==> src/rtl/ffsd_pkg.sv <==
// Shared types, request and status codes, and pointer arithmetic for the search-and-delete FIFO.
// No dependencies.
package ffsd_pkg;

	localparam int DEPTH_DEF      = 16;
	localparam int DATA_WIDTH_DEF = 32;

	typedef enum logic [1:0] {
		REQ_PUSH   = 2'd0,
		REQ_POP    = 2'd1,
		REQ_DELETE = 2'd2,
		REQ_FIND   = 2'd3
	} req_t;

	typedef enum logic [1:0] {
		ST_OK    = 2'd0,
		ST_EMPTY = 2'd1,
		ST_FULL  = 2'd2
	} status_t;

	typedef struct packed {
		logic start;
		logic del;
	} walk_cmd_t;

	typedef struct packed {
		logic done;
		logic hit;
	} walk_sts_t;

	// base + off modulo depth, with base < depth and off <= depth
	function automatic logic [31:0] ffsd_wrap(input logic [31:0] base, input logic [31:0] off,
		input logic [31:0] depth);
		logic [32:0] sum;
		sum = {1'b0, base} + {1'b0, off};
		if (sum >= {1'b0, depth}) begin
			sum = sum - {1'b0, depth};
		end
		return sum[31:0];
	endfunction

endpackage

==> src/rtl/fifo_with_search_and_delete.sv <==
// Search-and-delete FIFO top level: request sequencer, entry RAM and walker.
// A request goes from dispatch straight to finish for push and on an empty queue, through pop read for pop,
// and through the walker, which reads one RAM entry per cycle, for delete and find.
// One request at a time; the next beat is taken once the result is loaded in the output register.
// Reset (arst_n low) empties the queue; RAM contents are not cleared. Depends on ffsd_pkg.
module fifo_with_search_and_delete
	import ffsd_pkg::*;
#(
	parameter int DEPTH      = DEPTH_DEF,
	parameter int DATA_WIDTH = DATA_WIDTH_DEF
) (
	input  logic               clk,
	input  logic               arst_n,
	input  logic               in_valid,
	output logic               in_ready,
	input  logic [1:0]         req_type,
	input  logic signed [31:0] value,
	output logic               out_valid,
	input  logic               out_ready,
	output logic [1:0]         status,
	output logic signed [31:0] popped_value,
	output logic               found,
	output logic [4:0]         entry_count,
	output logic               is_empty
);

	localparam int AW = $clog2(DEPTH);
	localparam int CW = $clog2(DEPTH + 1);

	typedef enum logic [2:0] {
		S_IDLE,
		S_DISPATCH,
		S_POPRD,
		S_WALK,
		S_FINISH
	} state_t;

	state_t                state_q;
	req_t                  kind_q;
	logic [DATA_WIDTH-1:0] key_q;
	logic [AW-1:0]         head_q;
	logic [CW-1:0]         count_q;
	status_t               res_status_q;
	logic [31:0]           res_popped_q;
	logic                  res_found_q;
	logic                  out_valid_q;
	status_t               status_q;
	logic [31:0]           popped_q;
	logic                  found_q;
	logic [4:0]            entry_count_q;
	logic                  is_empty_q;

	logic [AW-1:0]         tail_addr;
	logic [AW-1:0]         head_next;
	logic                  is_full;
	logic                  is_none;
	logic                  push_we;
	logic                  pop_re;
	logic                  out_load;
	logic [31:0]           count_ext;
	logic [63:0]           popped_ext;

	logic                  ram_we;
	logic [AW-1:0]         ram_waddr;
	logic [DATA_WIDTH-1:0] ram_wdata;
	logic                  ram_re;
	logic [AW-1:0]         ram_raddr;
	logic [DATA_WIDTH-1:0] ram_rdata;

	walk_cmd_t             walk_cmd;
	walk_sts_t             walk_sts;
	logic                  walk_re;
	logic [AW-1:0]         walk_raddr;
	logic                  walk_we;
	logic [AW-1:0]         walk_waddr;
	logic [DATA_WIDTH-1:0] walk_wdata;
	logic [CW-1:0]         walk_kept;

	assign tail_addr = AW'(ffsd_wrap(32'(head_q), 32'(count_q), 32'(DEPTH)));
	assign head_next = AW'(ffsd_wrap(32'(head_q), 32'd1, 32'(DEPTH)));
	assign is_full   = (count_q == CW'(DEPTH));
	assign is_none   = (count_q == '0);
	assign push_we   = (state_q == S_DISPATCH) && (kind_q == REQ_PUSH) && !is_full;
	assign pop_re    = (state_q == S_DISPATCH) && (kind_q == REQ_POP) && !is_none;

	assign walk_cmd.start = (state_q == S_DISPATCH) && !is_none &&
		((kind_q == REQ_DELETE) || (kind_q == REQ_FIND));
	assign walk_cmd.del   = (kind_q == REQ_DELETE);

	assign ram_we    = push_we | walk_we;
	assign ram_waddr = push_we ? tail_addr : walk_waddr;
	assign ram_wdata = push_we ? key_q : walk_wdata;
	assign ram_re    = pop_re | walk_re;
	assign ram_raddr = pop_re ? head_q : walk_raddr;

	assign count_ext  = 32'(count_q);
	assign popped_ext = 64'(ram_rdata);
	assign out_load   = (state_q == S_FINISH) && (!out_valid_q || out_ready);

	assign in_ready     = (state_q == S_IDLE);
	assign out_valid    = out_valid_q;
	assign status       = status_q;
	assign popped_value = popped_q;
	assign found        = found_q;
	assign entry_count  = entry_count_q;
	assign is_empty     = is_empty_q;

	ffsd_ram #(
		.WIDTH(DATA_WIDTH),
		.DEPTH(DEPTH)
	) u_ram (
		.clk  (clk),
		.we   (ram_we),
		.waddr(ram_waddr),
		.wdata(ram_wdata),
		.re   (ram_re),
		.raddr(ram_raddr),
		.rdata(ram_rdata)
	);

	ffsd_walk #(
		.DEPTH     (DEPTH),
		.DATA_WIDTH(DATA_WIDTH)
	) u_walk (
		.clk   (clk),
		.arst_n(arst_n),
		.cmd   (walk_cmd),
		.head  (head_q),
		.count (count_q),
		.key   (key_q),
		.rdata (ram_rdata),
		.re    (walk_re),
		.raddr (walk_raddr),
		.we    (walk_we),
		.waddr (walk_waddr),
		.wdata (walk_wdata),
		.sts   (walk_sts),
		.kept  (walk_kept)
	);

	always_ff @(posedge clk or negedge arst_n) begin
		if (!arst_n) begin
			state_q       <= S_IDLE;
			kind_q        <= REQ_PUSH;
			key_q         <= '0;
			head_q        <= '0;
			count_q       <= '0;
			res_status_q  <= ST_OK;
			res_popped_q  <= '0;
			res_found_q   <= 1'b0;
			out_valid_q   <= 1'b0;
			status_q      <= ST_OK;
			popped_q      <= '0;
			found_q       <= 1'b0;
			entry_count_q <= '0;
			is_empty_q    <= 1'b0;
		end else begin
			if (out_valid_q && out_ready) begin
				out_valid_q <= 1'b0;
			end
			case (state_q)
				S_IDLE: begin
					if (in_valid) begin
						kind_q  <= req_t'(req_type);
						key_q   <= DATA_WIDTH'($unsigned(value));
						state_q <= S_DISPATCH;
					end
				end
				S_DISPATCH: begin
					res_popped_q <= '0;
					res_found_q  <= 1'b0;
					res_status_q <= ST_OK;
					case (kind_q)
						REQ_PUSH: begin
							if (is_full) begin
								res_status_q <= ST_FULL;
							end else begin
								count_q <= count_q + CW'(1);
							end
							state_q <= S_FINISH;
						end
						REQ_POP: begin
							if (is_none) begin
								res_status_q <= ST_EMPTY;
								state_q      <= S_FINISH;
							end else begin
								state_q <= S_POPRD;
							end
						end
						REQ_DELETE: begin
							if (is_none) begin
								res_status_q <= ST_EMPTY;
								state_q      <= S_FINISH;
							end else begin
								state_q <= S_WALK;
							end
						end
						default: begin
							state_q <= is_none ? S_FINISH : S_WALK;
						end
					endcase
				end
				S_POPRD: begin
					res_popped_q <= popped_ext[31:0];
					head_q       <= head_next;
					count_q      <= count_q - CW'(1);
					state_q      <= S_FINISH;
				end
				S_WALK: begin
					if (walk_sts.done) begin
						if (kind_q == REQ_DELETE) begin
							count_q <= walk_kept;
						end else begin
							res_found_q <= walk_sts.hit;
						end
						state_q <= S_FINISH;
					end
				end
				S_FINISH: begin
					if (out_load) begin
						status_q      <= res_status_q;
						popped_q      <= res_popped_q;
						found_q       <= res_found_q;
						entry_count_q <= count_ext[4:0];
						is_empty_q    <= is_none;
						out_valid_q   <= 1'b1;
						state_q       <= S_IDLE;
					end
				end
				default: begin
					state_q <= S_IDLE;
				end
			endcase
		end
	end

`ifndef NO_ASSERTIONS
	a_count_bound: assert property (@(posedge clk) disable iff (!arst_n)
		count_q <= CW'(DEPTH))
		else $error("entry count above depth");
	a_load_from_finish: assert property (@(posedge clk) disable iff (!arst_n)
		$rose(out_valid_q) |-> $past(state_q == S_FINISH))
		else $error("result loaded outside finish");
	a_one_writer: assert property (@(posedge clk) disable iff (!arst_n)
		!(push_we && walk_we))
		else $error("push and walker write RAM together");
`endif

endmodule

==> src/rtl/ffsd_ram.sv <==
// Generic single-write, single-read RAM with registered read data.
// No dependencies.
module ffsd_ram #(
	parameter int WIDTH = 32,
	parameter int DEPTH = 16
) (
	input  logic                     clk,
	input  logic                     we,
	input  logic [$clog2(DEPTH)-1:0] waddr,
	input  logic [WIDTH-1:0]         wdata,
	input  logic                     re,
	input  logic [$clog2(DEPTH)-1:0] raddr,
	output logic [WIDTH-1:0]         rdata
);

	logic [WIDTH-1:0] mem_q [DEPTH];
	logic [WIDTH-1:0] rdata_q;

	always_ff @(posedge clk) begin
		if (we) begin
			mem_q[waddr] <= wdata;
		end
		if (re) begin
			rdata_q <= mem_q[raddr];
		end
	end

	assign rdata = rdata_q;

endmodule

==> src/rtl/ffsd_walk.sv <==
// Entry walker: steps through stored entries with one shared comparator, flags a match
// and compacts the queue on delete. Depends on ffsd_pkg.
module ffsd_walk
	import ffsd_pkg::*;
#(
	parameter int DEPTH      = DEPTH_DEF,
	parameter int DATA_WIDTH = DATA_WIDTH_DEF
) (
	input  logic                           clk,
	input  logic                           arst_n,
	input  walk_cmd_t                      cmd,
	input  logic [$clog2(DEPTH)-1:0]       head,
	input  logic [$clog2(DEPTH+1)-1:0]     count,
	input  logic [DATA_WIDTH-1:0]          key,
	input  logic [DATA_WIDTH-1:0]          rdata,
	output logic                           re,
	output logic [$clog2(DEPTH)-1:0]       raddr,
	output logic                           we,
	output logic [$clog2(DEPTH)-1:0]       waddr,
	output logic [DATA_WIDTH-1:0]          wdata,
	output walk_sts_t                      sts,
	output logic [$clog2(DEPTH+1)-1:0]     kept
);

	localparam int AW = $clog2(DEPTH);
	localparam int CW = $clog2(DEPTH + 1);

	logic          running_q;
	logic          del_q;
	logic [CW-1:0] rd_idx_q;
	logic [CW-1:0] kept_q;
	logic          hit_q;
	logic          pend_s1;
	logic          match;
	logic          done;

	assign re    = running_q && (rd_idx_q < count);
	assign raddr = AW'(ffsd_wrap(32'(head), 32'(rd_idx_q), 32'(DEPTH)));
	assign match = pend_s1 && (rdata == key);
	assign we    = pend_s1 && del_q && (rdata != key);
	assign waddr = AW'(ffsd_wrap(32'(head), 32'(kept_q), 32'(DEPTH)));
	assign wdata = rdata;
	assign done  = running_q && (rd_idx_q == count) && !pend_s1;

	assign sts.done = done;
	assign sts.hit  = hit_q;
	assign kept     = kept_q;

	always_ff @(posedge clk or negedge arst_n) begin
		if (!arst_n) begin
			running_q <= 1'b0;
			del_q     <= 1'b0;
			rd_idx_q  <= '0;
			kept_q    <= '0;
			hit_q     <= 1'b0;
			pend_s1   <= 1'b0;
		end else if (cmd.start) begin
			running_q <= 1'b1;
			del_q     <= cmd.del;
			rd_idx_q  <= '0;
			kept_q    <= '0;
			hit_q     <= 1'b0;
			pend_s1   <= 1'b0;
		end else begin
			pend_s1 <= re;
			if (re) begin
				rd_idx_q <= rd_idx_q + CW'(1);
			end
			if (match) begin
				hit_q <= 1'b1;
			end
			if (we) begin
				kept_q <= kept_q + CW'(1);
			end
			if (done) begin
				running_q <= 1'b0;
			end
		end
	end

`ifndef NO_ASSERTIONS
	a_wr_only_del: assert property (@(posedge clk) disable iff (!arst_n)
		we |-> del_q && running_q)
		else $error("walker write outside delete");
	a_kept_le_idx: assert property (@(posedge clk) disable iff (!arst_n)
		kept_q <= rd_idx_q)
		else $error("kept count ahead of read index");
	a_done_stops: assert property (@(posedge clk) disable iff (!arst_n)
		done && !cmd.start |=> !running_q)
		else $error("walker still running after done");
`endif

endmodule

==> config.mk <==
export PLATFORM = sky130hd
export DESIGN_NAME = fifo_with_search_and_delete
export DESIGN_NICKNAME = d
export VERILOG_FILES = /design/src/rtl/ffsd_pkg.sv /design/src/rtl/fifo_with_search_and_delete.sv /design/src/rtl/ffsd_ram.sv /design/src/rtl/ffsd_walk.sv
export SDC_FILE = /design/constraint.sdc
export NUM_CORES = 1
export LEC_CHECK = 0
export BUFFER_PORTS_ARGS = -buffer_cell sky130_fd_sc_hd__buf_2
export CAP_MARGIN = 20
export CORE_UTILIZATION = 56
export DETAILED_ROUTE_END_ITERATION = 16
export PLACE_DENSITY_LB_ADDON = 0.08
export SLEW_MARGIN = 40
export SYNTH_ARGS = -nofsm -noshare
export SYNTH_HDL_FRONTEND = slang
export SYNTH_SLANG_ARGS = --single-unit
==> constraint.sdc <==
create_clock -name clk -period 6.5 [get_ports clk]
set_input_delay 0.325 -clock clk [delete_from_list [all_inputs] [get_ports clk]]
set_output_delay 0.325 -clock clk [all_outputs]
set_load 0.02 [all_outputs]
==> metrics.md, run 1 <==
| Metric | Value |
|---|---|
| Mapped Nets | `2015` |
| Largest net degree at the start of global routing | `81` |
| Post-DP HPWL | `46.51 mm` |
| Req. time, crit path | `6.78 ns` |
| Yosys warns | `0` |
| Post-synth EDFFs | `544` |
| Synth top area share | `0.5741` |
| # rows | `82` |
| DRT iter0 DRCs | `2221` |
| Vias in the first global route | `17296` |
| Drt via density | `6.392` |
| Dominant synthesized flop cell | `edfxtp_1` |
| Slew Limit Fails | `0` |
| PortBufs | `80` |
| Top cells by count, synth | `edfxtp_1, nand2_1, dfrtp_1` |
| Routed length per instance | `26.94 um` |
| Post-route ant nets | `0` |
| Critical path class | `reg2reg` |
| First-pass GRT wire length | `110.8 mm` |
| Library cells used by synthesis | `62` |
| Final cycle utilization of the critical path | `0.7942` |
| CTS tree | `done` |
| RSZ-0062 raised after global routing | `no` |
| Clk root buf | `clkbuf_16` |
| Syn_area_per_cell | `14.57 sq um` |
| Layout Nets | `2124` |
| CTS max path bufs | `3` |
| Final hold vios | `0` |
| Skew-Pair Late Insertion Delay | `0.61 ns` |
| Top cells by area, synth | `edfxtp_1, dfrtp_1, mux2_2` |
| Max-cap viol count | `0` |
| Gate Count Post-Synth | `1953` |
| Post-route minimum period | `5.162 ns` |
| Clock skew | `0.01822 ns` |
| Clk pin slew, worst setup/hold paths | `0.06 ns` |
| # DRC | `0` |
| Worst EP arrival | `5.44 ns` |
| Worst Setup End Kind | `flip-flop` |
| Placer Congestion | `0.8903` |
| Crit-path max FO | `18` |
| Yosys top cell by area | `edfxtp_1` |
| Ys async rst share | `0.2012` |
| Setup TNS | `0 ns` |
| # setup viols final | `0` |
| Die width | `227.4 um` |
| Mapped cell area | `0.02845 sq mm` |
| GRT Util Overall | `0.2955` |
| TritonCTS Buffers | `70` |
| CTS H-tree depth | `3` |
| Gr ovfl total | `0` |
| Die Y | `227.4 um` |
| Status | `finished clean` |
| Drt first pass iters | `6` |
| CTS sink count | `681` |
| Flops & latches, synth | `681` |
| Slew margin rel. | `0.4175` |
| Core area | `0.05017 sq mm` |
| Hold Crit Class | `in2reg` |
| Post-CTS resize count | `0` |
| Setup Buffers After CTS | `0` |
| Die Footprint | `0.05172 sq mm` |
| Vias | `17789` |
| Post-Route WL | `74.98 mm` |
| Initial antenna violation count | `3` |
| Final core utilization | `0.6485` |
| Max Clock Freq | `0.1937 GHz` |
| Layout cell share with drive strength beyond 1 | `0.1900` |
| Sequential area share after synthesis | `0.6946` |
| Worst-Margin Slew | `0.8737 ns` |
| Critical Path Source Type | `flip-flop` |
| Synth-to-Final Area Change | `14.34%` |
| # IOs | `81` |
| Count leader, synth | `edfxtp_1` |
| Initial Util | `0.5671` |
-- final timing paths --
| kind | start | end | slack [ns] | cells after the start |
|---|---|---|---|---|
| min reg2reg | is_empty$_DFFE_PN0P_ | is_empty$_DFFE_PN0P_ | 0.48 | 2 |
| max in group asynchronous | arst_n | key_q[8]$_DFFE_PN0P_ | 5.14 | 3 |
| max | state_q[0]$_DFFE_PN0P_ | u_ram.mem_q[12][10]$_DFFE_PP_ | 1.34 | 10 |
| min in group asynchronous | arst_n | head_q[3]$_DFFE_PN0N_ | 0.28 | 2 |
| min | in_valid | state_q[0]$_DFFE_PN0P_ | 0.06 | 3 |
| max reg2reg | state_q[0]$_DFFE_PN0P_ | u_ram.mem_q[12][10]$_DFFE_PP_ | 1.34 | 10 |
-- flip-flops by register name, indices dropped and copies added, names as in the netlist, 2 cells and up --
signal	flops
key_q	32
u_ram.rdata	32
popped_value	32
kind_q	2
u_ram.mem_q	512
u_walk.kept	5
entry_count	5
res_popped_q	32
res_status_q	2
status	2
count_q	5
state_q	3
u_walk.rd_idx_q	5
head_q	4
-- per-layer routing --
layer	wire, um	vias up	global-route usage	share of wire
met3	6911	134	0.06660	0.092
li1	-	7817	-	-
met5	0	-	0	0
met1	30940	8969	0.4117	0.41
met2	34830	869	0.4595	0.46
met4	2295	0	0.1022	0.031
-- cells in the final DEF, fill, tap and decap left out, types with 69 or more instances in the layout --
master     netlist  layout
a221oi_1        72      72
a311oi_1        95      95
buf_2           65      79
clkbuf_16        0      74
dfrtp_1        137     137
edfxtp_1       544     544
mux2_2         103     103
nand2_1        228     227
nand3_1         70      69
nor2b_1         99      99
-- critical path: stages, from the launching register on --
cell and delay [ns]:
dfrtp_1 0.60, or3b_1 0.64, a211oi_4 0.59, nand2_1 0.10, o21ai_0 0.11, ha_1 0.21, inv_1 0.06, fa_1 0.85
o211ai_1 0.47, nor2_4 0.77, buf_4 0.43
-- per-stage QoR --
step           hold slack, ns  setup WS [ns]  instance area [sq um]  instances
2_1_floorplan         0.02941          1.115                  28480       1953
3_3_place_gp           0.3250          1.579                  29640       2609
3_5_place_dp           0.3324          1.383                  29990       2625
4_1_cts               0.04501          1.357                  32490       2780
5_1_grt               0.09589          1.054                  32530       2782
6_report              0.05859          1.338                  32540       2783
-- logic make-up after synthesis --
logic type | Yosys count | synth area share
AND/OR/NAND/NOR | 470 | 0.07805
buffers and inverters | 197 | 0.03149
adder cells (fa/ha/maj) | 24 | 0.01135
multiplexers | 109 | 0.04287
AO/OA/AOI/OAI | 419 | 0.1253
XOR/XNOR | 53 | 0.01631
flip-flops | 681 | 0.6946
-- what timing repair did --
action	CTS	global route
hold buffers	35	0
endpoints found under the hold margin	91	0
setup endpoints to repair	0	0
-- area by class of cell --
type	instances	area, sq um
Timing Repair Buffer	177	1469
Antenna cell	1	2.502
Fill cell	3499	17640
Tap cell	672	840.8
Sequential cell	681	19760
Clock inverter	25	185.2
Clock buffer	95	1971
Inverter	57	214.0
Multi-Input combinational cell	1075	8089
Power of run 1 is not shown: default switching activity piles up to over one toggle a cycle in this logic, so the estimate is an artifact.
==> run 2, diff against run 1 <==
Clock period 6.5 ns to 4.6 ns, I/O delays scaled along.
==> metrics.md, run 2 (same netlist as run 1, synthesis figures left out) <==
| Metric | Value |
|---|---|
| RSZ-0062 raised after global routing | `no` |
| Gr ovfl total | `0` |
| PortBufs | `80` |
| Routed length per instance | `25.67 um` |
| CP Launch Point | `state_q[2]$_DFFE_PN0P_` |
| # DRC | `0` |
| Worst EP arrival | `4.45 ns` |
| Core area | `0.05017 sq mm` |
| Clk root buf | `clkbuf_16` |
| Die Y | `227.4 um` |
| TritonCTS Buffers | `72` |
| Layout Nets | `2154` |
| Die Footprint | `0.05172 sq mm` |
| Die width | `227.4 um` |
| Clk pin slew, worst setup/hold paths | `0.06 ns` |
| # setup viols final | `0` |
| Clock skew | `0.01809 ns` |
| # rows | `82` |
| CTS sink count | `681` |
| Largest reg by FF count | `u_ram.mem_q` |
| Crit-path max FO | `26` |
| Vias in the first global route | `17170` |
| Layout cell share with drive strength beyond 1 | `0.1991` |
| Critical Path Source Type | `flip-flop` |
| Skew-Pair Late Insertion Delay | `0.61 ns` |
| Vias | `17787` |
| Largest register FFs | `512` |
| Design area | `0.03283 sq mm` |
| Req. time, crit path | `4.90 ns` |
| Drt first pass iters | `6` |
| DRT iter0 DRCs | `1927` |
| Synth-to-Final Area Change | `15.39%` |
| Status | `finished clean` |
| Post-route minimum period | `4.148 ns` |
| # IOs | `81` |
| Post-DP HPWL | `46.51 mm` |
| Final hold vios | `0` |
| Initial antenna violation count | `1` |
| Max Clock Freq | `0.2411 GHz` |
| Worst Setup End Kind | `flip-flop` |
| Post-Route WL | `72.45 mm` |
| Worst Min Path Start | `out_ready` |
| Cell Area, Placed | `0.03028 sq mm` |
| Largest net degree at the start of global routing | `100` |
| CTS tree | `done` |
| Commonest non-fill, non-tap cells in the layout | `edfxtp_1, nand2_1, dfrtp_1` |
| CTS max path bufs | `3` |
| Post-route ant nets | `0` |
| Max-cap viol count | `0` |
| First-pass GRT wire length | `108.8 mm` |
| Slew margin rel. | `0.3820` |
| Setup Buffers After CTS | `0` |
| Hold Crit Class | `in2reg` |
| Setup TNS | `0 ns` |
| Final cycle utilization of the critical path | `0.9016` |
| Drt via density | `6.303` |
| # diodes | `0` |
| Slew Limit Fails | `0` |
| Final core utilization | `0.6544` |
| Initial Util | `0.5671` |
| Hold Worst Slack | `0.02678 ns` |
| Worst-Margin Slew | `0.9207 ns` |
| Critical path class | `reg2reg` |
| Worst r2r src | `state_q[2]$_DFFE_PN0P_` |
| Commonest non-fill, non-tap cell in the layout | `edfxtp_1` |
| CTS H-tree depth | `3` |
| GRT Util Overall | `0.2858` |
| Placer Congestion | `0.8841` |
## run 2: timing repair
item	4_1_cts	5_1_grt
gates resized for setup	0	0
hold endpoints to repair	133	0
hold buffers	36	0
## run 2: worst max-delay path: stages (launching register included)
cell      delay [ns]
dfrtp_1         0.55
or3b_1          0.48
a211oi_4        0.28
buf_4           0.23
mux2_2          0.35
ha_1            0.34
a21oi_1         0.20
xnor2_1         0.20
xnor2_1         0.18
nand2_1         0.31
nor4_4          0.44
buf_12          0.24
## run 2: per-stage QoR
| step | worst slack (ns) | instances |
|---|---|---|
| 2_1_floorplan | -0.2760 | 1953 |
| 3_3_place_gp | 0.5380 | 2647 |
| 3_5_place_dp | 0.5198 | 2654 |
| 4_1_cts | 0.4898 | 2822 |
| 5_1_grt | 0.2521 | 2822 |
| 6_report | 0.4525 | 2822 |
## run 2: routing by layer
metal,up-vias,routed length [um],GRT usage
li1,7881,-,-
met1,9021,32810,0.4363
met2,799,32340,0.4281
met3,84,6132,0.05150
met4,2,1153,0.06387
met5,-,12,0
## run 2: area by class of cell
| cell class | count | area (sq um) |
|---|---|---|
| Clock buffer | 95 | 1909 |
| Clock inverter | 37 | 286.5 |
| Fill cell | 3568 | 17340 |
| Inverter | 57 | 214.0 |
| Multi-Input combinational cell | 1075 | 8071 |
| Sequential cell | 681 | 19760 |
| Tap cell | 672 | 840.8 |
| Timing Repair Buffer | 205 | 1747 |
## run 2: worst paths after layout
path / cells after the start / to / slack, ns
worst max-delay path: 11 / u_ram.mem_q[10][12]$_DFFE_PP_ / 0.45
worst min-delay path: 3 / out_valid$_DFF_PN0_ / 0.03
worst max register to register: 11 / u_ram.mem_q[10][12]$_DFFE_PP_ / 0.45
worst min register to register: 2 / entry_count[3]$_DFFE_PN0P_ / 0.48
max in group asynchronous: 3 / key_q[7]$_DFFE_PN0P_ / 3.35
min in group asynchronous: 2 / popped_value[26]$_DFFE_PN0P_ / 0.23
Power of run 2 is left out for the same reason.
